--- src/gpio_pkg.sv ---
// gpio_pkg: shared types, register indexes and the command decode of the gpio port
// no dependencies; compiled first
package gpio_pkg;

  localparam int unsigned PORT_W = 32;
  localparam int unsigned CMD_W  = 2;
  localparam int unsigned IDX_W  = 5;

  localparam logic [CMD_W-1:0] CMD_WRITE = 2'd0;
  localparam logic [CMD_W-1:0] CMD_READ  = 2'd1;
  localparam logic [CMD_W-1:0] CMD_TICK  = 2'd2;

  localparam logic [IDX_W-1:0] R_PIN    = 5'd0;
  localparam logic [IDX_W-1:0] R_INT    = 5'd1;
  localparam logic [IDX_W-1:0] R_INTS   = 5'd2;
  localparam logic [IDX_W-1:0] R_INTC   = 5'd3;
  localparam logic [IDX_W-1:0] R_MASK   = 5'd4;
  localparam logic [IDX_W-1:0] R_MASKS  = 5'd5;
  localparam logic [IDX_W-1:0] R_MASKC  = 5'd6;
  localparam logic [IDX_W-1:0] R_PAT1   = 5'd7;
  localparam logic [IDX_W-1:0] R_PAT1S  = 5'd8;
  localparam logic [IDX_W-1:0] R_PAT1C  = 5'd9;
  localparam logic [IDX_W-1:0] R_PAT0   = 5'd10;
  localparam logic [IDX_W-1:0] R_PAT0S  = 5'd11;
  localparam logic [IDX_W-1:0] R_PAT0C  = 5'd12;
  localparam logic [IDX_W-1:0] R_FLAG   = 5'd13;
  localparam logic [IDX_W-1:0] R_FLAGC  = 5'd14;
  localparam logic [IDX_W-1:0] R_DPULL  = 5'd15;
  localparam logic [IDX_W-1:0] R_DPULLS = 5'd16;
  localparam logic [IDX_W-1:0] R_DPULLC = 5'd17;

  typedef enum logic [1:0] {
    K_NONE,
    K_WRITE,
    K_SET,
    K_CLEAR
  } kind_e;

  typedef enum logic [2:0] {
    RD_NONE,
    RD_PIN,
    RD_INT,
    RD_MASK,
    RD_PAT1,
    RD_PAT0,
    RD_FLAG,
    RD_DPULL
  } rd_sel_e;

  // per-word control shared by all lanes
  typedef struct packed {
    kind_e   int_k;
    kind_e   mask_k;
    kind_e   pat1_k;
    kind_e   pat0_k;
    kind_e   dpull_k;
    logic    flag_clr;
    logic    tick;
    rd_sel_e rd_sel;
  } gpio_ctl_t;

  // register bits of one pin
  typedef struct packed {
    logic lvl;
    logic intr;
    logic mask;
    logic pat1;
    logic pat0;
    logic flag;
    logic dpull;
  } gpio_bits_t;

  // outputs of one pin after the update
  typedef struct packed {
    logic drv_val;
    logic drv_en;
    logic pull_en;
    logic irq;
  } gpio_pin_t;

  function automatic logic apply_bit(input logic cur, input logic d, input kind_e k);
    logic r;
    unique case (k)
      K_NONE:  r = cur;
      K_WRITE: r = d;
      K_SET:   r = cur | d;
      K_CLEAR: r = cur & ~d;
    endcase
    return r;
  endfunction

  function automatic gpio_ctl_t decode(input logic [CMD_W-1:0] cmd,
                                       input logic [IDX_W-1:0] idx);
    gpio_ctl_t c;
    c = '0;
    unique case (cmd)
      CMD_WRITE: begin
        case (idx)
          R_INT:    c.int_k    = K_WRITE;
          R_INTS:   c.int_k    = K_SET;
          R_INTC:   c.int_k    = K_CLEAR;
          R_MASK:   c.mask_k   = K_WRITE;
          R_MASKS:  c.mask_k   = K_SET;
          R_MASKC:  c.mask_k   = K_CLEAR;
          R_PAT1:   c.pat1_k   = K_WRITE;
          R_PAT1S:  c.pat1_k   = K_SET;
          R_PAT1C:  c.pat1_k   = K_CLEAR;
          R_PAT0:   c.pat0_k   = K_WRITE;
          R_PAT0S:  c.pat0_k   = K_SET;
          R_PAT0C:  c.pat0_k   = K_CLEAR;
          R_FLAGC:  c.flag_clr = 1'b1;
          R_DPULL:  c.dpull_k  = K_WRITE;
          R_DPULLS: c.dpull_k  = K_SET;
          R_DPULLC: c.dpull_k  = K_CLEAR;
          default:  ;
        endcase
      end
      CMD_READ: begin
        case (idx)
          R_PIN:   c.rd_sel = RD_PIN;
          R_INT:   c.rd_sel = RD_INT;
          R_MASK:  c.rd_sel = RD_MASK;
          R_PAT1:  c.rd_sel = RD_PAT1;
          R_PAT0:  c.rd_sel = RD_PAT0;
          R_FLAG:  c.rd_sel = RD_FLAG;
          R_DPULL: c.rd_sel = RD_DPULL;
          default: ;
        endcase
      end
      CMD_TICK: c.tick = 1'b1;
      default:  ;
    endcase
    return c;
  endfunction

endpackage

--- src/gpio_req_if.sv ---
// gpio_req_if: request channel of the gpio port (bus access or pin sample tick)
// depends on gpio_pkg
interface gpio_req_if;
  import gpio_pkg::*;

  logic                valid;
  logic                ready;
  logic [CMD_W-1:0]    cmd;
  logic [IDX_W-1:0]    reg_index;
  logic [PORT_W-1:0]   write_data;
  logic [PORT_W-1:0]   pin_levels;

  modport source (output valid, cmd, reg_index, write_data, pin_levels, input ready);
  modport sink   (input valid, cmd, reg_index, write_data, pin_levels, output ready);
endinterface

--- src/gpio_rsp_if.sv ---
// gpio_rsp_if: result channel of the gpio port (read data, pin drive state, irq)
// depends on gpio_pkg
interface gpio_rsp_if;
  import gpio_pkg::*;

  logic              valid;
  logic              ready;
  logic [PORT_W-1:0] read_data;
  logic [PORT_W-1:0] drive_value;
  logic [PORT_W-1:0] drive_enable;
  logic [PORT_W-1:0] pull_enable;
  logic              irq;

  modport source (output valid, read_data, drive_value, drive_enable, pull_enable, irq,
                  input ready);
  modport sink   (input valid, read_data, drive_value, drive_enable, pull_enable, irq,
                  output ready);
endinterface

--- src/gpio_port_set_clear_irq.sv ---
// gpio_port_set_clear_irq: gpio port with set/clear aliases and pin interrupts.
// a result word is valid in the cycle after its request word is accepted.
// throughput: one word per cycle; a single output register holds the result and
//   the request side keeps accepting whenever that register is empty or being taken.
// reset: INT, PAT0, FLAG, DPULL and pin history clear, MASK and PAT1 set, no result held.
// depends on gpio_pkg, gpio_req_if, gpio_rsp_if, gpio_lane, gpio_merge
module gpio_port_set_clear_irq #(
  parameter int unsigned NUM_PINS = 32
) (
  input  logic       clk_i,
  input  logic       rst_ni,
  gpio_req_if.sink   req_i,
  gpio_rsp_if.source rsp_o
);
  import gpio_pkg::*;

  gpio_ctl_t  ctl;
  logic       acc;
  logic       ready;
  gpio_bits_t cur [NUM_PINS];
  gpio_pin_t  pin [NUM_PINS];

  assign ctl         = decode(req_i.cmd, req_i.reg_index);
  assign req_i.ready = ready;
  assign acc         = req_i.valid & ready;

  for (genvar g = 0; g < NUM_PINS; g++) begin : g_lane
    gpio_lane u_lane (
      .clk_i   (clk_i),
      .rst_ni  (rst_ni),
      .en_i    (acc),
      .ctl_i   (ctl),
      .wdata_i (req_i.write_data[g]),
      .level_i (req_i.pin_levels[g]),
      .cur_o   (cur[g]),
      .pin_o   (pin[g])
    );
  end

  gpio_merge #(
    .NUM_PINS (NUM_PINS)
  ) u_merge (
    .clk_i    (clk_i),
    .rst_ni   (rst_ni),
    .acc_i    (acc),
    .rd_sel_i (ctl.rd_sel),
    .cur_i    (cur),
    .pin_i    (pin),
    .ready_o  (ready),
    .rsp_o    (rsp_o)
  );

  a_result_follows: assert property (@(posedge clk_i) disable iff (!rst_ni)
    acc |=> rsp_o.valid)
    else $error("accepted word produced no result");

  a_write_reads_zero: assert property (@(posedge clk_i) disable iff (!rst_ni)
    acc && req_i.cmd == CMD_WRITE |=> rsp_o.read_data == '0)
    else $error("write returned nonzero read data");

  a_alias_reads_zero: assert property (@(posedge clk_i) disable iff (!rst_ni)
    acc && req_i.cmd == CMD_READ && req_i.reg_index == R_FLAGC |=> rsp_o.read_data == '0)
    else $error("flag clear alias read nonzero");

  a_drive_gated: assert property (@(posedge clk_i) disable iff (!rst_ni)
    rsp_o.valid |-> (rsp_o.drive_value & ~rsp_o.drive_enable) == '0)
    else $error("drive value on an undriven pin");

endmodule

--- src/gpio_lane.sv ---
// gpio_lane: register bits, set/clear update and event detection of one pin
// depends on gpio_pkg
module gpio_lane (
  input  logic                clk_i,
  input  logic                rst_ni,
  input  logic                en_i,
  input  gpio_pkg::gpio_ctl_t ctl_i,
  input  logic                wdata_i,
  input  logic                level_i,
  output gpio_pkg::gpio_bits_t cur_o,
  output gpio_pkg::gpio_pin_t  pin_o
);
  import gpio_pkg::*;

  gpio_bits_t bits_q, bits_d;
  logic       rise, fall, edge_hit, level_hit, hit;

  always_comb begin
    rise      = level_i & ~bits_q.lvl;
    fall      = ~level_i & bits_q.lvl;
    edge_hit  = bits_q.pat0 ? rise : fall;
    level_hit = bits_q.pat0 ? level_i : ~level_i;
    hit       = bits_q.pat1 ? edge_hit : level_hit;

    bits_d       = bits_q;
    bits_d.intr  = apply_bit(bits_q.intr,  wdata_i, ctl_i.int_k);
    bits_d.mask  = apply_bit(bits_q.mask,  wdata_i, ctl_i.mask_k);
    bits_d.pat1  = apply_bit(bits_q.pat1,  wdata_i, ctl_i.pat1_k);
    bits_d.pat0  = apply_bit(bits_q.pat0,  wdata_i, ctl_i.pat0_k);
    bits_d.dpull = apply_bit(bits_q.dpull, wdata_i, ctl_i.dpull_k);
    if (ctl_i.flag_clr) begin
      bits_d.flag = bits_q.flag & ~wdata_i;
    end
    // flag latches whatever the mask bit, mask only gates irq
    if (ctl_i.tick) begin
      bits_d.flag = bits_q.flag | (hit & bits_q.intr);
      bits_d.lvl  = level_i;
    end
    if (!en_i) begin
      bits_d = bits_q;
    end
  end

  always_ff @(posedge clk_i or negedge rst_ni) begin
    if (!rst_ni) begin
      bits_q <= '{lvl: 1'b0, intr: 1'b0, mask: 1'b1, pat1: 1'b1, pat0: 1'b0,
                  flag: 1'b0, dpull: 1'b0};
    end else begin
      bits_q <= bits_d;
    end
  end

  // pin outputs reflect the state after this word
  always_comb begin
    pin_o.drv_en  = ~bits_d.intr & bits_d.mask & ~bits_d.pat1;
    pin_o.drv_val = bits_d.pat0 & pin_o.drv_en;
    pin_o.pull_en = ~bits_d.dpull;
    pin_o.irq     = bits_d.flag & bits_d.intr & ~bits_d.mask;
  end

  assign cur_o = bits_q;

endmodule

--- src/gpio_merge.sv ---
// gpio_merge: gathers the pin lanes into port words, read select, irq reduction
// and the output register; depends on gpio_pkg and gpio_rsp_if
module gpio_merge #(
  parameter int unsigned NUM_PINS = 32
) (
  input  logic                 clk_i,
  input  logic                 rst_ni,
  input  logic                 acc_i,
  input  gpio_pkg::rd_sel_e    rd_sel_i,
  input  gpio_pkg::gpio_bits_t cur_i [NUM_PINS],
  input  gpio_pkg::gpio_pin_t  pin_i [NUM_PINS],
  output logic                 ready_o,
  gpio_rsp_if.source           rsp_o
);
  import gpio_pkg::*;

  logic [PORT_W-1:0] lvl_v, int_v, mask_v, pat1_v, pat0_v, flag_v, dpull_v;
  logic [PORT_W-1:0] drv_val_v, drv_en_v, pull_v, irq_v;
  logic [PORT_W-1:0] rd;

  logic              valid_q, valid_d;
  logic [PORT_W-1:0] rd_q, drv_val_q, drv_en_q, pull_q;
  logic              irq_q;

  always_comb begin
    lvl_v = '0; int_v = '0; mask_v = '0; pat1_v = '0; pat0_v = '0; flag_v = '0;
    dpull_v = '0; drv_val_v = '0; drv_en_v = '0; pull_v = '0; irq_v = '0;
    // absent pins stay zero
    for (int i = 0; i < NUM_PINS; i++) begin
      lvl_v[i]     = cur_i[i].lvl;
      int_v[i]     = cur_i[i].intr;
      mask_v[i]    = cur_i[i].mask;
      pat1_v[i]    = cur_i[i].pat1;
      pat0_v[i]    = cur_i[i].pat0;
      flag_v[i]    = cur_i[i].flag;
      dpull_v[i]   = cur_i[i].dpull;
      drv_val_v[i] = pin_i[i].drv_val;
      drv_en_v[i]  = pin_i[i].drv_en;
      pull_v[i]    = pin_i[i].pull_en;
      irq_v[i]     = pin_i[i].irq;
    end
  end

  always_comb begin
    unique case (rd_sel_i)
      RD_PIN:   rd = lvl_v;
      RD_INT:   rd = int_v;
      RD_MASK:  rd = mask_v;
      RD_PAT1:  rd = pat1_v;
      RD_PAT0:  rd = pat0_v;
      RD_FLAG:  rd = flag_v;
      RD_DPULL: rd = dpull_v;
      default:  rd = '0;
    endcase
  end

  assign ready_o = ~valid_q | rsp_o.ready;
  assign valid_d = acc_i | (valid_q & ~rsp_o.ready);

  always_ff @(posedge clk_i or negedge rst_ni) begin
    if (!rst_ni) begin
      valid_q <= 1'b0;
    end else begin
      valid_q <= valid_d;
    end
  end

  always_ff @(posedge clk_i) begin
    if (acc_i) begin
      rd_q      <= rd;
      drv_val_q <= drv_val_v;
      drv_en_q  <= drv_en_v;
      pull_q    <= pull_v;
      irq_q     <= |irq_v;
    end
  end

  assign rsp_o.valid        = valid_q;
  assign rsp_o.read_data    = rd_q;
  assign rsp_o.drive_value  = drv_val_q;
  assign rsp_o.drive_enable = drv_en_q;
  assign rsp_o.pull_enable  = pull_q;
  assign rsp_o.irq          = irq_q;

endmodule
--- src/flat_wrapper.sv ---
// flat-port wrapper written by rule: the top's interface ports become plain ports
module gpio_port_set_clear_irq_flat import gpio_pkg::*;
#(
  parameter int unsigned NUM_PINS = 32
)
  (clk_i, rst_ni, req_i_valid, req_i_cmd, req_i_reg_index, req_i_write_data, req_i_pin_levels, req_i_ready, rsp_o_valid, rsp_o_read_data, rsp_o_drive_value, rsp_o_drive_enable, rsp_o_pull_enable, rsp_o_irq, rsp_o_ready);
  gpio_req_if req_i_i ();
  gpio_rsp_if rsp_o_i ();
  input  logic clk_i;
  input  logic rst_ni;
  input wire logic [$bits(req_i_i.valid)-1:0] req_i_valid;
  input wire logic [$bits(req_i_i.cmd)-1:0] req_i_cmd;
  input wire logic [$bits(req_i_i.reg_index)-1:0] req_i_reg_index;
  input wire logic [$bits(req_i_i.write_data)-1:0] req_i_write_data;
  input wire logic [$bits(req_i_i.pin_levels)-1:0] req_i_pin_levels;
  output wire logic [$bits(req_i_i.ready)-1:0] req_i_ready;
  output wire logic [$bits(rsp_o_i.valid)-1:0] rsp_o_valid;
  output wire logic [$bits(rsp_o_i.read_data)-1:0] rsp_o_read_data;
  output wire logic [$bits(rsp_o_i.drive_value)-1:0] rsp_o_drive_value;
  output wire logic [$bits(rsp_o_i.drive_enable)-1:0] rsp_o_drive_enable;
  output wire logic [$bits(rsp_o_i.pull_enable)-1:0] rsp_o_pull_enable;
  output wire logic [$bits(rsp_o_i.irq)-1:0] rsp_o_irq;
  input wire logic [$bits(rsp_o_i.ready)-1:0] rsp_o_ready;
  assign req_i_i.valid = req_i_valid;
  assign req_i_i.cmd = req_i_cmd;
  assign req_i_i.reg_index = req_i_reg_index;
  assign req_i_i.write_data = req_i_write_data;
  assign req_i_i.pin_levels = req_i_pin_levels;
  assign req_i_ready = req_i_i.ready;
  assign rsp_o_valid = rsp_o_i.valid;
  assign rsp_o_read_data = rsp_o_i.read_data;
  assign rsp_o_drive_value = rsp_o_i.drive_value;
  assign rsp_o_drive_enable = rsp_o_i.drive_enable;
  assign rsp_o_pull_enable = rsp_o_i.pull_enable;
  assign rsp_o_irq = rsp_o_i.irq;
  assign rsp_o_i.ready = rsp_o_ready;
  gpio_port_set_clear_irq #(.NUM_PINS(NUM_PINS)) u_core (.clk_i(clk_i), .rst_ni(rst_ni), .req_i(req_i_i), .rsp_o(rsp_o_i));
endmodule
--- config.mk ---
export PLATFORM = sky130hd
export DESIGN_NAME = gpio_port_set_clear_irq_flat
export DESIGN_NICKNAME = d
export VERILOG_FILES = /design/src/gpio_pkg.sv /design/src/gpio_req_if.sv /design/src/gpio_rsp_if.sv /design/src/gpio_port_set_clear_irq.sv /design/src/gpio_lane.sv /design/src/gpio_merge.sv /design/src/flat_wrapper.sv
export SDC_FILE = /design/constraint.sdc
export NUM_CORES = 1
export LEC_CHECK = 0
export BUFFER_PORTS_ARGS = -buffer_cell sky130_fd_sc_hd__buf_2
export CORE_MARGIN = 3
export CORE_UTILIZATION = 53
export DETAILED_ROUTE_END_ITERATION = 10
export MAX_ROUTING_LAYER = met4
export PLACE_DENSITY = 0.77
export SYNTH_ARGS = -nofsm -noshare
export SYNTH_HDL_FRONTEND = slang
export SYNTH_SLANG_ARGS = --single-unit
--- constraint.sdc ---
create_clock -name clk_i -period 6.7 [get_ports clk_i]
set_input_delay 0.67 -clock clk_i [delete_from_list [all_inputs] [get_ports clk_i]]
set_output_delay 0.67 -clock clk_i [all_outputs]
set_load 0.02 [all_outputs]
## Word-level counts from Yosys, hierarchy flattened

Index checks and enable logic that the tools add are counted.

| word-level totals | value |
|---|---|
| bits in registers | 354 |
| input port bits | 75 |
| logic and storage cells | 1,513 |

| cells by class | value |
|---|---|
| equality and inequality tests | 41 |
| multiplexer cells | 363 |
| bitwise gates (word level) | 870 |
| reductions and logical operators | 9 |

Operators by type and width:

| cell | count |
|---|---|
| $pmux 1 s4 | 160 |
| $and 1x1->1 | 450 |
| $not 1->1 | 226 |
| $pmux 32 s7 | 1 |
| $or 1x1->1 | 194 |
| $mux 6 | 32 |
| $mux 1 | 162 |
| $eq 5x4->1 const B | 8 |
| $reduce_or 32->1 | 1 |
| $pmux 2 s3 | 5 |
| $eq 2x2->1 const B | 11 |
| $pmux 3 s7 | 1 |
| $eq 5x3->1 const B | 4 |
| $eq 2x1->1 const B | 6 |
| $eq 3x3->1 const B | 4 |
| $logic_not 2->1 | 6 |
| $mux 11 | 1 |
| $eq 5x2->1 const B | 2 |
| $eq 5x5->1 const B | 2 |
| $eq 3x2->1 const B | 2 |
| $eq 5x1->1 const B | 1 |
| $logic_not 5->1 | 1 |
| $eq 3x1->1 const B | 1 |
| $mux 3 | 1 |
| $reduce_and 2->1 | 1 |

## Longest topological paths before layout

Gate-level depths: netlist of run 1.

| depth | value |
|---|---|
| word-level depth | 12 |
| depth in mapped cells | 12 |
| mapped depth without buffers | 9 |

## Cells and area by module

From an unflattened synthesis of run 1, not the netlist that was laid out.

| second synthesis, totals | value |
|---|---|
| cells, all modules | 1,905 |
| area total of the unflattened synthesis | 19,558.8 µm² |

Modules (own cells, without submodules):

| module | times used | cells each | area an instance (µm²) | seq. area each (µm²) |
|---|---|---|---|---|
| gpio_lane | 32 | 47 | 427.9 | 177.7 |
| gpio_merge | 1 | 352 | 5,575.3 | 3,898.7 |
| gpio_port_set_clear_irq | 1 | 49 | 290.3 | 0.0 |

## Least setup slack after synthesis of run 1

No wires, ideal clock.

| path | value |
|---|---|
| path kind | input -> register |
| from | in rsp_o_ready |
| to | reg u_core.u_merge.drv_en_q[0], in the netlist u_core.u_merge.rsp_o.drive_enable[0] (enable) |
| library setup time | 0.618 ns |
| data arrival time | 6.248 ns |
| slack | -0.166 ns |
| cell stages on the path | 2 |
| cells stage by stage | and2b_4 nor2_1 |

| between the ends | value |
|---|---|
| word-level cells in the longest chain between the ends | 2 |

Ends and longest elaborated chain:

| element | RTL line | source |
|---|---|---|
| from (decl) | flat_wrapper.sv:23 | `input wire logic [$bits(rsp_o_i.ready)-1:0] rsp_o_ready;` |
| $or 1x1->1 | gpio_merge.sv:57 | `assign ready_o = ~valid_q \| rsp_o.ready;` |
| $and 1x1->1 | gpio_port_set_clear_irq.sv:25 | `assign acc = req_i.valid & ready;` |
| via u_core.acc | gpio_port_set_clear_irq.sv:18 | `logic acc;` |
| to (signal assigned) | gpio_merge.sv:72 | `drv_en_q <= drv_en_v;` |
| to (decl) | gpio_merge.sv:22 | `logic [PORT_W-1:0] rd_q, drv_val_q, drv_en_q, pull_q;` |

The timed path passes the listed nets, and every way through them passes these cells.
A chain may end at the register's enable or synchronous reset.

## Worst setup path after layout of run 1

| path | value |
|---|---|
| from | in req_i_reg_index[2] |
| to | reg u_core.u_merge.irq_q, in the netlist u_core.u_merge.rsp_o.irq (data pin) |

| between the ends | value |
|---|---|
| word-level cells in the longest chain between the ends | 9 |
| elaborated cells on any way between the ends | 276 |
| those cells by class | 13 x eq/ne; 164 x mux; 96 x bitwise; 3 x reduce/logical |

Ends and longest elaborated chain:

| element | RTL line | source |
|---|---|---|
| from (decl) | flat_wrapper.sv:13 | `input wire logic [$bits(req_i_i.reg_index)-1:0] req_i_reg_index;` |
| $eq 5x2->1 (tied with other cells) | gpio_pkg.sv:98 | `case (idx)` |
| $pmux 2 s3 / $mux 1 (equally long branches) | gpio_pkg.sv:98 |  |
| $mux 11 (*) | gpio_pkg.sv:96 | `unique case (cmd)` |
| $eq 2x2->1 (tied with other cells) | gpio_pkg.sv:83 | `unique case (k)` |
| $pmux 1 s4 / $mux 1 (equally long branches) | gpio_pkg.sv:83, gpio_lane.sv:35 |  |
| $mux 6 | gpio_lane.sv:39 | `if (!en_i) begin` |
| $and 1x1->1 / $not 1->1 (equally long branches) | gpio_lane.sv:58 | `pin_o.irq = bits_d.flag & bits_d.intr & ~bits_d.mask;` |
| $and 1x1->1 | gpio_lane.sv:58 |  |
| $reduce_or 32->1 (*) | gpio_merge.sv:74 | `irq_q <= \|irq_v;` |
| to (signal assigned) | gpio_merge.sv:74 |  |
| to (decl) | gpio_merge.sv:23 | `logic irq_q;` |

Mark *: on every way between the ends. The rest lies on a longest branch, timed or not.

==> Flow_metrics.wiki, run 1 <==
{| class="wikitable"
! Metric !! Value
|-
| Reg2reg path depth || 9
|-
| Worst-case clock buffer depth || 3
|-
| Pre-CTS setup slack || 2.41 ns
|-
| Largest delay share family, worst path || simple AND/OR/NAND/NOR gates
|-
| Gr usage total || between 30% and 40%
|-
| Count of synthesis-stage warnings from yosys || 0
|-
| Starting Density || between 50% and 60%
|-
| Via density per instance || between 6 and 7
|-
| Area of all sequential standard cells || 0.00958 sq mm
|-
| Static power due to leakage || approximately 0.0078 uW
|-
| Most used flip-flop cell after synthesis || sky130_fd_sc_hd__dfrtp_1
|-
| Crit-path max FO || 25
|-
| CP peak stage delay || 1.00 ns
|-
| Largest voltage drop on the vdd net || about 180 uV
|-
| Wire length per cell || about 25 microns
|-
| 1st-pass router iterations || 7
|-
| Via count of the first global-routing pass || 13,666
|-
| Area Overhead vs Synth || 15.5%
|-
| Register-to-register setup slack || roughly 3 ns
|-
| Hold crit path type || input port to asynchronous set/reset pin
|-
| Number of buffer and inverter stages on the critical path || 1
|-
| Total setup buffers inserted after CTS || 0
|-
| Final instance area || 0.0190 sq mm
|-
| Placer congestion estimate || 0.950
|-
| Fmax || between 200 and 300 MHz
|-
| Per-instance average area after synthesis || between 10 and 15 sq um
|-
| Global route total overflow || 0
|-
| Die Width || between 150 and 200 microns
|-
| Run status || completed
|-
| Most utilized layer in the global route result || met2
|-
| R2r startpoint || u_core.u_merge.rsp_o.valid
|-
| HPWL Detailed || between 30,000 and 40,000 microns
|-
| Area occupied by multi-input gates || ~0.0063 sq mm
|-
| Met1 usage in global routing || 44.6%
|-
| Post-synth EDFFs || 129
|-
| Biggest area consumer among synthesized cells || sky130_fd_sc_hd__dfrtp_1
|-
| Overall routed net length || approximately 52,000 microns
|-
| RSZ-0062 raised after global routing || false
|-
| Gates resized, CTS repair || 0
|-
| Cell area after placement || around 0.018 sq mm
|-
| Cell breakdown of the critical path || buf_2 > and3b_1 > and3_1 > a21boi_0 > o21ba_1 > a32o_1 > a311o_1 > or4_1
|-
| Cell types with the highest counts after synthesis || sky130_fd_sc_hd__nand2_1, sky130_fd_sc_hd__dfrtp_1, sky130_fd_sc_hd__o21ai_0
|-
| Capture instance of the worst register-to-register path || u_core.u_merge.rsp_o.irq
|-
| Largest net degree at the start of global routing || roughly 140
|-
| Clock tree root buffer cell || sky130_fd_sc_hd__clkbuf_16
|-
| Number of maximum-capacitance constraint violations || 0
|-
| Pwr dens || between 200 and 300 mW/mm^2
|-
| Global-route wire length before repair || 79,900 microns
|-
| Fraction of met2 tracks used by global routing || 45.8%
|-
| Dominant cell by count in the synthesized netlist || sky130_fd_sc_hd__nand2_1
|-
| Boundary pin count || just over 200
|-
| Share of layout cells above drive strength 1 || approximately 22%
|-
| Antenna violations before repair || 3
|-
| Number of filler cells placed in the layout || approximately 2,400
|-
| Gate count of the mapped netlist || approximately 1,500
|-
| Synthesis-stage register bit count || roughly 350
|-
| Clk Latency, worst-skew pair || 0.53 ns
|-
| Crit path time final || between 3 and 4 ns
|-
| GR met3 Demand/Resource || 7.47%
|-
| Synth Cell Area || roughly 0.016 sq mm
|-
| Startpoint of the worst setup timing path || req_i_reg_index[2]
|-
| Ys async rst share || about 64%
|-
| Final worst-path cycle share || between 50 and 60%
|-
| Largest cells by area after synthesis || sky130_fd_sc_hd__dfrtp_1, sky130_fd_sc_hd__edfxtp_1, sky130_fd_sc_hd__dfstp_2
|-
| Post-route total power || approximately 5500 uW
|-
| Hold-fix buffers at CTS || 0
|-
| Synth cell types || 66
|-
| Placeable Area || about 0.03 sq mm
|-
| Maximum level of the CTS H-tree || 2
|-
| Setup CP Type || input port to register
|-
| Floorplan die height || about 180 microns
|-
| Remaining antenna violation count after routing || 0
|-
| Arrival time worst endpoint || 4.11 ns
|-
| Count of routing violations after the opening detailed-route iteration || about 1,900
|-
| Sink count of the clock tree || 354
|-
| Required arrival time at the worst endpoint || 6.97 ns
|-
| Placement row count || 63
|-
| Final Skew || around 0.021 ns
|-
| Net count, final || 1,768
|-
| Crit start category || input port
|-
| Setup TNS || 0 ns
|-
| CTS buffer count || 38
|-
| Transition time at the pin with the least slew margin || 1.27 ns
|-
| Final WS setup || between 2 and 3 ns
|-
| Share of the synthesized area in the top cell type || 24.5%
|-
| CP max-delay cell || sky130_fd_sc_hd__and3b_1
|-
| Relative max-transition margin || between 10% and 20%
|-
| Final core utilization || 63.1%
|-
| Area of the die || about 0.033 sq mm
|-
| Clock tree from TritonCTS || built
|-
| Type of destination of the critical path || register
|-
| Total vias in the final route || between 10,000 and 15,000
|-
| Number of nets produced by synthesis || 1,617
|-
| CTS clock-pin slew for the worst setup and hold paths || approximately 0.060 ns
|-
| Seq/Total Area, Yosys || 58.3%
|-
| Number of endpoints with negative hold slack in the final report || 0
|-
| Number of setup violations in the final report || 0
|-
| Number of design rule violations left after detail routing || 0
|-
| Final max-slew violation count || 0
|-
| Count of port buffers added during placement || approximately 200
|}
## worst max-delay path by stage
stage	depth (start not counted)	slack [ns]	to
after floorplan	2	2.02	u_core.u_merge.rsp_o.drive_enable[0]
after global placement	8	2.47	u_core.u_merge.rsp_o.irq
after CTS	8	2.97	u_core.u_merge.rsp_o.irq
final	8	2.86	u_core.u_merge.rsp_o.irq
after global routing	8	2.78	u_core.u_merge.rsp_o.irq
after detailed placement	8	2.41	u_core.u_merge.rsp_o.irq
## cells in the final DEF, fill, tap and decap left out, types with 54 or more instances in the layout
cell type                  instances
sky130_fd_sc_hd__buf_2           204
sky130_fd_sc_hd__edfxtp_1        129
sky130_fd_sc_hd__a22o_1          111
sky130_fd_sc_hd__dfrtp_1         161
sky130_fd_sc_hd__a22oi_1          75
sky130_fd_sc_hd__inv_1            57
sky130_fd_sc_hd__xnor2_1          54
sky130_fd_sc_hd__dfstp_2          64
sky130_fd_sc_hd__nand2_1         223
sky130_fd_sc_hd__nand3_1          72
sky130_fd_sc_hd__o21ai_0         152
sky130_fd_sc_hd__nor2_1           59
## flip-flops by register name, indices dropped and copies added, names as in the netlist
| signal | flops |
|---|---|
| u_core.g_lane.u_lane.cur_o | 224 |
| u_core.u_merge.rsp_o.drive_enable | 32 |
| u_core.u_merge.rsp_o.drive_value | 32 |
| u_core.u_merge.rsp_o.irq | 1 |
| u_core.u_merge.rsp_o.pull_enable | 32 |
| u_core.u_merge.rsp_o.read_data | 32 |
| u_core.u_merge.rsp_o.valid | 1 |
## final cells by class
| type | count | area share, % |
|---|---|---|
| inverter | 59 | 1.17 |
| clock buffer | 52 | 5.66 |
| tap | 390 | 2.57 |
| multi-input combinational | 1009 | 33.0 |
| clock inverter | 17 | 0.652 |
| timing repair buffer | 231 | 6.54 |
| antenna | 3 | 0.0395 |
| sequential | 354 | 50.4 |
## cell families after synthesis
logic type / Yosys count / synth area share (%)
buf+inv: 179 / 4.28
xor+xnor: 55 / 2.97
compound gates: 455 / 19.8
simple gates: 499 / 14.7
flops: 354 / 58.3
## where the power goes
group	leakage [uW]	internal, uW	total (uW)	switching [uW]
registers	0.00401	2530	2710	183
clock network	0.000584	1170	2040	871
logic	0.00325	259	703	444
total	0.00784	3950	5450	1500
## stage by stage
step | hold slack [ns] | std cells
after global placement | 0.486 | 2043
after CTS | 0.214 | 2112
final | 0.176 | 2115
after floorplan | 0.374 | 1542
after global routing | 0.231 | 2115
after detailed placement | 0.485 | 2043
## per-layer routing
layer,wire (microns),share of wire [%]
met5,0,0
met4,1600,3.1
met3,6220,12
met2,22900,44
met1,21600,41
Note: power is estimated with default switching activity, not from simulation.
==> run 2, diff against run 1 <==
==> constraint.sdc (replaced) <==
create_clock -name clk_i -period 3.5 [get_ports clk_i]
set_input_delay 0.35 -clock clk_i [delete_from_list [all_inputs] [get_ports clk_i]]
set_output_delay 0.35 -clock clk_i [all_outputs]
set_load 0.02 [all_outputs]
==> run 2 against run 1 <==
Combinational power is 99% higher. Wire length is 5.3% higher. Die area stayed put. Sequential power is 91% higher. Power is 96% higher. Sequential cell count stayed put. Global-route usage is 1.9 points higher. Critical path type is now register to register. Setup slack worse by 2.6 ns.
==> Flow_metrics.wiki, run 2 (same netlist as run 1, synthesis figures left out) <==
{| class="wikitable"
! Metric !! Value
|-
| Run status || completed
|-
| CP peak stage delay || 0.54 ns (-0.46 ns)
|-
| Placement row count || 63 (unchanged)
|-
| Register-to-register setup slack || 0.31 ns (-2.62 ns)
|-
| Final Skew || 0.0169 ns (-0.00449 ns)
|-
| Clock tree from TritonCTS || built
|-
| Clk Latency, worst-skew pair || 0.53 ns (about the same)
|-
| Overall routed net length || 55,100 microns (+5.3%)
|-
| Static power due to leakage || 0.00817 uW (+4.3%)
|-
| Wire length per cell || 25.3 microns (+2.5%)
|-
| Hold Path Sink || u_core.g_lane[13].u_lane.cur_o[6]
|-
| Area of all sequential standard cells || 0.00958 sq mm (unchanged)
|-
| GR met3 Demand/Resource || 5.34% (-2.1 points)
|-
| Number of maximum-capacitance constraint violations || 0 (unchanged)
|-
| Most utilized layer in the global route result || met2
|-
| Area Overhead vs Synth || 18.9%
|-
| Boundary pin count || 206 (unchanged)
|-
| Via count of the first global-routing pass || 13,984 (+2.3%)
|-
| Net count, final || 1,823 (+3.1%)
|-
| Final max-slew violation count || 0 (unchanged)
|-
| Number of endpoints with negative hold slack in the final report || 0 (unchanged)
|-
| Starting Density || 54.6% (unchanged)
|-
| Maximum level of the CTS H-tree || 2 (unchanged)
|-
| Fmax || 314 MHz
|-
| Sink count of the clock tree || 354 (unchanged)
|-
| R2r startpoint || u_core.u_merge.rsp_o.valid
|-
| Number of setup violations in the final report || 0 (unchanged)
|-
| Total vias in the final route || 14,041 (+0.96%)
|-
| Area occupied by multi-input gates || 0.00624 sq mm (-0.44%)
|-
| Gates resized, CTS repair || 0 (unchanged)
|-
| Capture instance of the worst register-to-register path || u_core.u_merge.rsp_o.irq
|-
| Number of filler cells placed in the layout || 2,384 (-1.4%)
|-
| Gr usage total || 33.6% (+1.9 points)
|-
| 1st-pass router iterations || 7 (unchanged)
|-
| Area of the die || 0.0332 sq mm (unchanged)
|-
| Setup CP Type || register to register
|-
| Final Hold Slack || 0.0426 ns (-0.134 ns)
|-
| Switch Pwr || 2910 uW (+94%)
|-
| Arrival time worst endpoint || 3.46 ns (-0.65 ns)
|-
| Proportion of power drawn by combinational gates || 13.1% (+0.2 points)
|-
| Pwr dens || 546 mW/mm^2 (+90%)
|-
| Relative max-transition margin || 38.5% (+23 points)
|-
| Number of buffer and inverter stages on the critical path || 2 (+1)
|-
| CP max-delay cell || sky130_fd_sc_hd__or2_1
|-
| Count of routing violations after the opening detailed-route iteration || 1,913 (-1.4%)
|-
| Number of design rule violations left after detail routing || 0 (unchanged)
|-
| Crit-path max FO || 15 (-40%)
|-
| Post-route total power || 10,700 uW (+96%)
|-
| Global route total overflow || 0 (unchanged)
|-
| Crit path time final || 3.19 ns
|-
| HPWL Detailed || 37,400 microns (+13%)
|-
| Placeable Area || 0.0301 sq mm (unchanged)
|-
| Setup TNS || 0 ns (unchanged)
|-
| Count of port buffers added during placement || 205 (unchanged)
|-
| Launch point of the worst hold path || req_i_pin_levels[13]
|-
| Final worst-path cycle share || between 90% and 100%
|-
| Worst-case clock buffer depth || 3 (unchanged)
|-
| Reg2reg path depth || 10 (+1)
|-
| Met1 usage in global routing || 47.6% (+3.0 points)
|-
| RSZ-0062 raised after global routing || false
|-
| Floorplan die height || 182 microns (unchanged)
|-
| Largest delay share family, worst path || simple AND/OR/NAND/NOR gates
|-
| Proportion of total power due to net switching || 27.3% (-0.22 points)
|-
| Cell breakdown of the critical path || and2b_4 > inv_2 > nand3_1 > or2_1 > o21ai_0 > a211oi_1 > nor4_1 > buf_4 > nand4_1 > or4_1
|-
| Transition time at the pin with the least slew margin || 0.919 ns (-0.350 ns)
|-
| Clock tree root buffer cell || sky130_fd_sc_hd__clkbuf_16
|-
| Highest-count cells in the layout ignoring fill and taps || sky130_fd_sc_hd__nand2_1, sky130_fd_sc_hd__buf_2, sky130_fd_sc_hd__dfrtp_1
|-
| Required arrival time at the worst endpoint || 3.78 ns (-3.19 ns)
|-
| Largest voltage drop on the vdd net || 429 uV (+140%)
|-
| Internal power summed over all cells || 7770 uW (+97%)
|-
| Type of destination of the critical path || register
|-
| CTS clock-pin slew for the worst setup and hold paths || 0.06 ns (about the same)
|-
| Placer congestion estimate || 0.985 (+3.7%)
|-
| Share of layout cells above drive strength 1 || 24.8% (+2.6 points)
|-
| Fraction of met2 tracks used by global routing || 50.0% (+4.2 points)
|-
| Global-route wire length before repair || 83,800 microns (+4.9%)
|-
| Number of flip-flops in the largest register || 224 (unchanged)
|-
| Crit start category || register
|-
| Remaining antenna violation count after routing || 0 (unchanged)
|-
| Die Width || 182 microns (unchanged)
|-
| Clock power share || 38.3% (+0.9 points)
|-
| Hold crit path type || input port to register
|-
| Via density per instance || 6.46 (-1.7%)
|-
| Most frequent standard cell in the layout excluding fill and tap cells || sky130_fd_sc_hd__nand2_1
|-
| CTS buffer count || 38 (unchanged)
|-
| Antenna violations before repair || 4 (+1)
|-
| Seq pwr share || 48.5% (-1.2 points)
|-
| Depth of the worst hold-timing path || 3
|-
| Largest net degree at the start of global routing || 93 (-35%)
|}
run 2: cell types whose count changed in the layout (fill, tap and decap cells not counted), sizes merged:
cell         previous run  this run
buf                   230       284
bufinv                  1         5
clkbuf                 53        44
clkinv                 11        15
clkinvlp                3         4
diode                   3         5
dlygate4sd3             0         1
inv                    61        62
run 2: cell type report:
type | count | area share [%]
sequential | 354 | 49.0
multi-input combinational | 1009 | 31.9
timing repair buffer | 286 | 8.92
clock buffer | 43 | 5.01
tap | 390 | 2.50
clock inverter | 27 | 1.48
inverter | 59 | 1.13
antenna | 5 | 0.0640
run 2: what timing repair did:
item / CTS / global route
endpoints found under the hold margin: 64 / 0
buffers inserted: 0 / 0
hold buffers: 1 / 0
run 2: worst max-delay path by stage:
stage / startpoint / depth (start not counted) / to / slack (ns)
floorplan: u_core.u_merge.rsp_o.valid / 2 / u_core.u_merge.rsp_o.drive_enable[0] / 0.51
global placement: rsp_o_ready / 12 / u_core.u_merge.rsp_o.irq / 0.26
detailed placement: rsp_o_ready / 12 / u_core.u_merge.rsp_o.irq / 0.19
CTS: u_core.u_merge.rsp_o.valid / 10 / u_core.u_merge.rsp_o.irq / 0.34
global route: u_core.u_merge.rsp_o.valid / 10 / u_core.u_merge.rsp_o.irq / 0.07
finish: u_core.u_merge.rsp_o.valid / 10 / u_core.u_merge.rsp_o.irq / 0.31
run 2: layer usage:
layer | vias up | share of wire, %
met4 | 0 | 3.3
li1 | 6094 | -
met5 | - | 0
met3 | 138 | 9.8
met1 | 6893 | 42
met2 | 916 | 45
run 2: worst register-to-register path: stages (launching register included):
cell	delay [ns]
sky130_fd_sc_hd__dfrtp_1	0.38
sky130_fd_sc_hd__and2b_4	0.17
sky130_fd_sc_hd__inv_2	0.09
sky130_fd_sc_hd__nand3_1	0.16
sky130_fd_sc_hd__or2_1	0.54
sky130_fd_sc_hd__o21ai_0	0.33
sky130_fd_sc_hd__a211oi_1	0.15
sky130_fd_sc_hd__nor4_1	0.33
sky130_fd_sc_hd__buf_4	0.19
sky130_fd_sc_hd__nand4_1	0.08
sky130_fd_sc_hd__or4_1	0.52
run 2: power groups by stage:
stage / clock network, uW / logic [uW] / registers, uW
3_5_place_dp: 0 / 1380 / 5230
4_1_cts: 4140 / 1390 / 5160
3_3_place_gp: 0 / 1350 / 5220
5_1_grt: 4300 / 1530 / 5220
2_1_floorplan: 0 / 767 / 5260
6_report: 4100 / 1400 / 5180
run 2: through the flow:
step                setup WS (ns)  instances  utilization [%]  cell area [sq um]
floorplan                   0.506       1542                -              16500
global placement            0.260       2097             60.7              18300
detailed placement          0.192       2097             60.7              18300
CTS                         0.344       2168             64.9              19500
global route               0.0728       2172             64.9              19600
finish                      0.313       2173             65.0              19600
==> run 3, diff against run 2 <==
--- a/config.mk
+++ b/config.mk
@@ -5,7 +5,7 @@
 export SDC_FILE = /design/constraint.sdc
 export NUM_CORES = 1
 export LEC_CHECK = 0
-export BUFFER_PORTS_ARGS = -buffer_cell sky130_fd_sc_hd__buf_2
+export BUFFER_PORTS_ARGS = -buffer_cell sky130_fd_sc_hd__buf_4
 export CORE_MARGIN = 3
 export CORE_UTILIZATION = 53
 export DETAILED_ROUTE_END_ITERATION = 10
==> run 3 against run 2 <==
First-iteration DRC count is 7.0% higher. Combinational power is 5% higher. Cell count is 0.37% lower. Setup slack better by 0.0048 ns. Die area stayed put. Maximum frequency is 0.15% higher. Non-clock buffer count is 2 lower. Count of clock-buffer cells in the layout is 6 higher. Via count is 0.58% higher. Critical path depth stayed put. Largest power group unchanged. Largest cell class unchanged. Clock skew is 0.0018 ns lower.
==> Flow_metrics.wiki, run 3 (same netlist as run 1, synthesis figures left out) <==
{| class="wikitable"
! Metric !! Value
|-
| Placer congestion estimate || 1.05 (+6.2%)
|-
| Die Width || 182 microns (unchanged)
|-
| Final Skew || 0.0151 ns (-0.00182 ns)
|-
| Clock tree from TritonCTS || built
|-
| Global-route wire length before repair || 83,100 microns (-0.81%)
|-
| Placeable Area || 0.0301 sq mm (unchanged)
|-
| 1st-pass router iterations || 8 (+1)
|-
| Global route total overflow || 0 (unchanged)
|-
| Via density per instance || 6.52 (+0.95%)
|-
| Number of maximum-capacitance constraint violations || 0 (unchanged)
|-
| Antenna violations before repair || 1 (-3)
|-
| Final worst-path cycle share || 90.9% (-0.14 points)
|-
| Number of buffer and inverter stages on the critical path || 2 (unchanged)
|-
| Pre-CTS setup slack || 0.142 ns (-0.0498 ns)
|-
| Fmax || 314 MHz (+0.15%)
|-
| Overall routed net length || 54,900 microns (-0.36%)
|-
| Final WS setup || 0.318 ns (+0.00479 ns)
|-
| Number of setup violations in the final report || 0 (unchanged)
|-
| Static power due to leakage || 0.00834 uW (+2.0%)
|-
| Gr usage total || 33.3% (-0.32 points)
|-
| Post-Layout Cell Count || 2,165 (-0.37%)
|-
| Largest delay share family, worst path || simple AND/OR/NAND/NOR gates
|-
| Type of destination of the critical path || register
|-
| CP max-delay cell || sky130_fd_sc_hd__or4_1
|-
| Number of flip-flops in the largest register || 224 (unchanged)
|-
| Post-route total power || 10,800 uW (+1.1%)
|-
| # placed instances || 2,095 (-0.095%)
|-
| Placement row count || 63 (unchanged)
|-
| Final core utilization || 66.6% (+1.6 points)
|-
| RSZ-0062 raised after global routing || false
|-
| Required arrival time at the worst endpoint || 3.77 ns (about the same)
|-
| Clk Latency, worst-skew pair || 0.53 ns (about the same)
|-
| Highest-count cells in the layout ignoring fill and taps || sky130_fd_sc_hd__buf_4, sky130_fd_sc_hd__nand2_1, sky130_fd_sc_hd__dfrtp_1
|-
| Starting Density || 54.6% (unchanged)
|-
| Worst-case clock buffer depth || 3 (unchanged)
|-
| Crit-path max FO || 30 (+15)
|-
| HPWL Detailed || 37,600 microns (+0.47%)
|-
| Relative max-transition margin || 37.0% (-1.5 points)
|-
| CTS clock-pin slew for the worst setup and hold paths || 0.07 ns (about the same)
|-
| Net count, final || 1,820 (-0.16%)
|-
| Crit start category || register
|-
| Largest net degree at the start of global routing || 92 (-1.1%)
|-
| Count of port buffers added during placement || 205 (unchanged)
|-
| Area Overhead vs Synth || 21.8%
|-
| Via count of the first global-routing pass || 13,858 (-0.90%)
|-
| Boundary pin count || 206 (unchanged)
|-
| Most frequent standard cell in the layout excluding fill and tap cells || sky130_fd_sc_hd__buf_4
|-
| Number of endpoints with negative hold slack in the final report || 0 (unchanged)
|-
| CP peak stage delay || 0.47 ns (-0.07 ns)
|-
| Number of design rule violations left after detail routing || 0 (unchanged)
|-
| Setup TNS || 0 ns (unchanged)
|-
| Maximum level of the CTS H-tree || 2 (unchanged)
|-
| Wire length per cell || 25.3 microns (about the same)
|-
| Run status || completed
|-
| Arrival time worst endpoint || 3.45 ns (about the same)
|-
| Floorplan die height || 182 microns (unchanged)
|-
| Cell breakdown of the critical path || and2b_4 > inv_2 > nand3_1 > buf_4 > or2_0 > a221o_1 > o21ba_1 > a32o_1 > a311o_1 > or4_1
|-
| Count of routing violations after the opening detailed-route iteration || 2,047 (+7.0%)
|-
| Transition time at the pin with the least slew margin || 0.944 ns (+0.0252 ns)
|-
| Register-to-register setup slack || 0.32 ns (about the same)
|-
| Hold crit path type || input port to register
|-
| Setup CP Type || register to register
|-
| Remaining antenna violation count after routing || 0 (unchanged)
|-
| Total vias in the final route || 14,122 (+0.58%)
|-
| Crit path time final || 3.18 ns (-0.00480 ns)
|-
| Largest voltage drop on the vdd net || 368 uV (-14%)
|-
| Share of layout cells above drive strength 1 || 24.4% (-0.40 points)
|-
| Clock tree root buffer cell || sky130_fd_sc_hd__clkbuf_16
|-
| CTS buffer count || 37 (-2.6%)
|-
| Total setup buffers inserted after CTS || 0 (unchanged)
|-
| Final max-slew violation count || 0 (unchanged)
|-
| Area of the die || 0.0332 sq mm (unchanged)
|-
| Sink count of the clock tree || 354 (unchanged)
|-
| Pwr dens || 539 mW/mm^2 (-1.4%)
|}
==> run 3: changes by cell type in the layout (fill, tap and decap cells not counted), sizes merged <==
| cell | before | now |
|---|---|---|
| diode | 5 | 1 |
| buf | 284 | 282 |
| inv | 62 | 60 |
| clkbuf | 44 | 50 |
| clkinv | 15 | 9 |
==> run 3: stage by stage <==
stage / hold WS, ns / instance area [sq um]
floorplan: 0.0544 / 16500
global placement: 0.490 / 18800
detailed placement: 0.504 / 18800
CTS: 0.0176 / 20000
global route: 0.0308 / 20000
finish: 0.0277 / 20000
==> run 3: tightest hold or removal path, cell delays in order <==
cell and delay, ns:
sky130_fd_sc_hd__buf_4 0.09, sky130_fd_sc_hd__nand2_1 0.04, sky130_fd_sc_hd__nand2_1 0.04
==> run 3: final cells by class <==
cell class,instances,area [sq um]
Timing Repair Buffer,284,2240
Multi-Input combinational cell,1009,6240
Tap cell,390,488
Clock buffer,49,1030
Inverter,59,221
Fill cell,2366,10100
Clock inverter,19,239
Antenna cell,1,2.50
Sequential cell,354,9580
==> run 3: where the power goes <==
group	internal, uW	switching, uW	leakage (uW)
combinational	593	882	0.00372
sequential	4840	355	0.00401
clock	2460	1670	0.000611
total	7890	2910	0.00834
==> run 3: repair_timing <==
action / CTS / global route
gates resized for setup: 0 / 0
hold buffers: 1 / 0
endpoints found under the hold margin: 60 / 0
==> run 3: per-layer routing <==
metal | GRT usage (%) | routed length, microns | up-vias
met5 | - | 0 | -
met4 | 9.90 | 1670 | 0
met3 | 6.76 | 5720 | 145
met2 | 49.9 | 25000 | 956
met1 | 46.6 | 22500 | 6953
li1 | - | - | 6068
==> run 3: final timing paths <==
kind,endpoint,cells past startpoint,start
hold reg to reg,u_core.g_lane[19].u_lane.cur_o[4],2,u_core.g_lane[19].u_lane.cur_o[4]
hold / removal,u_core.g_lane[2].u_lane.cur_o[6],3,req_i_pin_levels[2]
setup / recovery,u_core.u_merge.rsp_o.irq,10,u_core.u_merge.rsp_o.valid
setup reg to reg,u_core.u_merge.rsp_o.irq,10,u_core.u_merge.rsp_o.valid
max in group asynchronous,u_core.g_lane[18].u_lane.cur_o[3],3,rst_ni
min in group asynchronous,u_core.g_lane[11].u_lane.cur_o[0],2,rst_ni
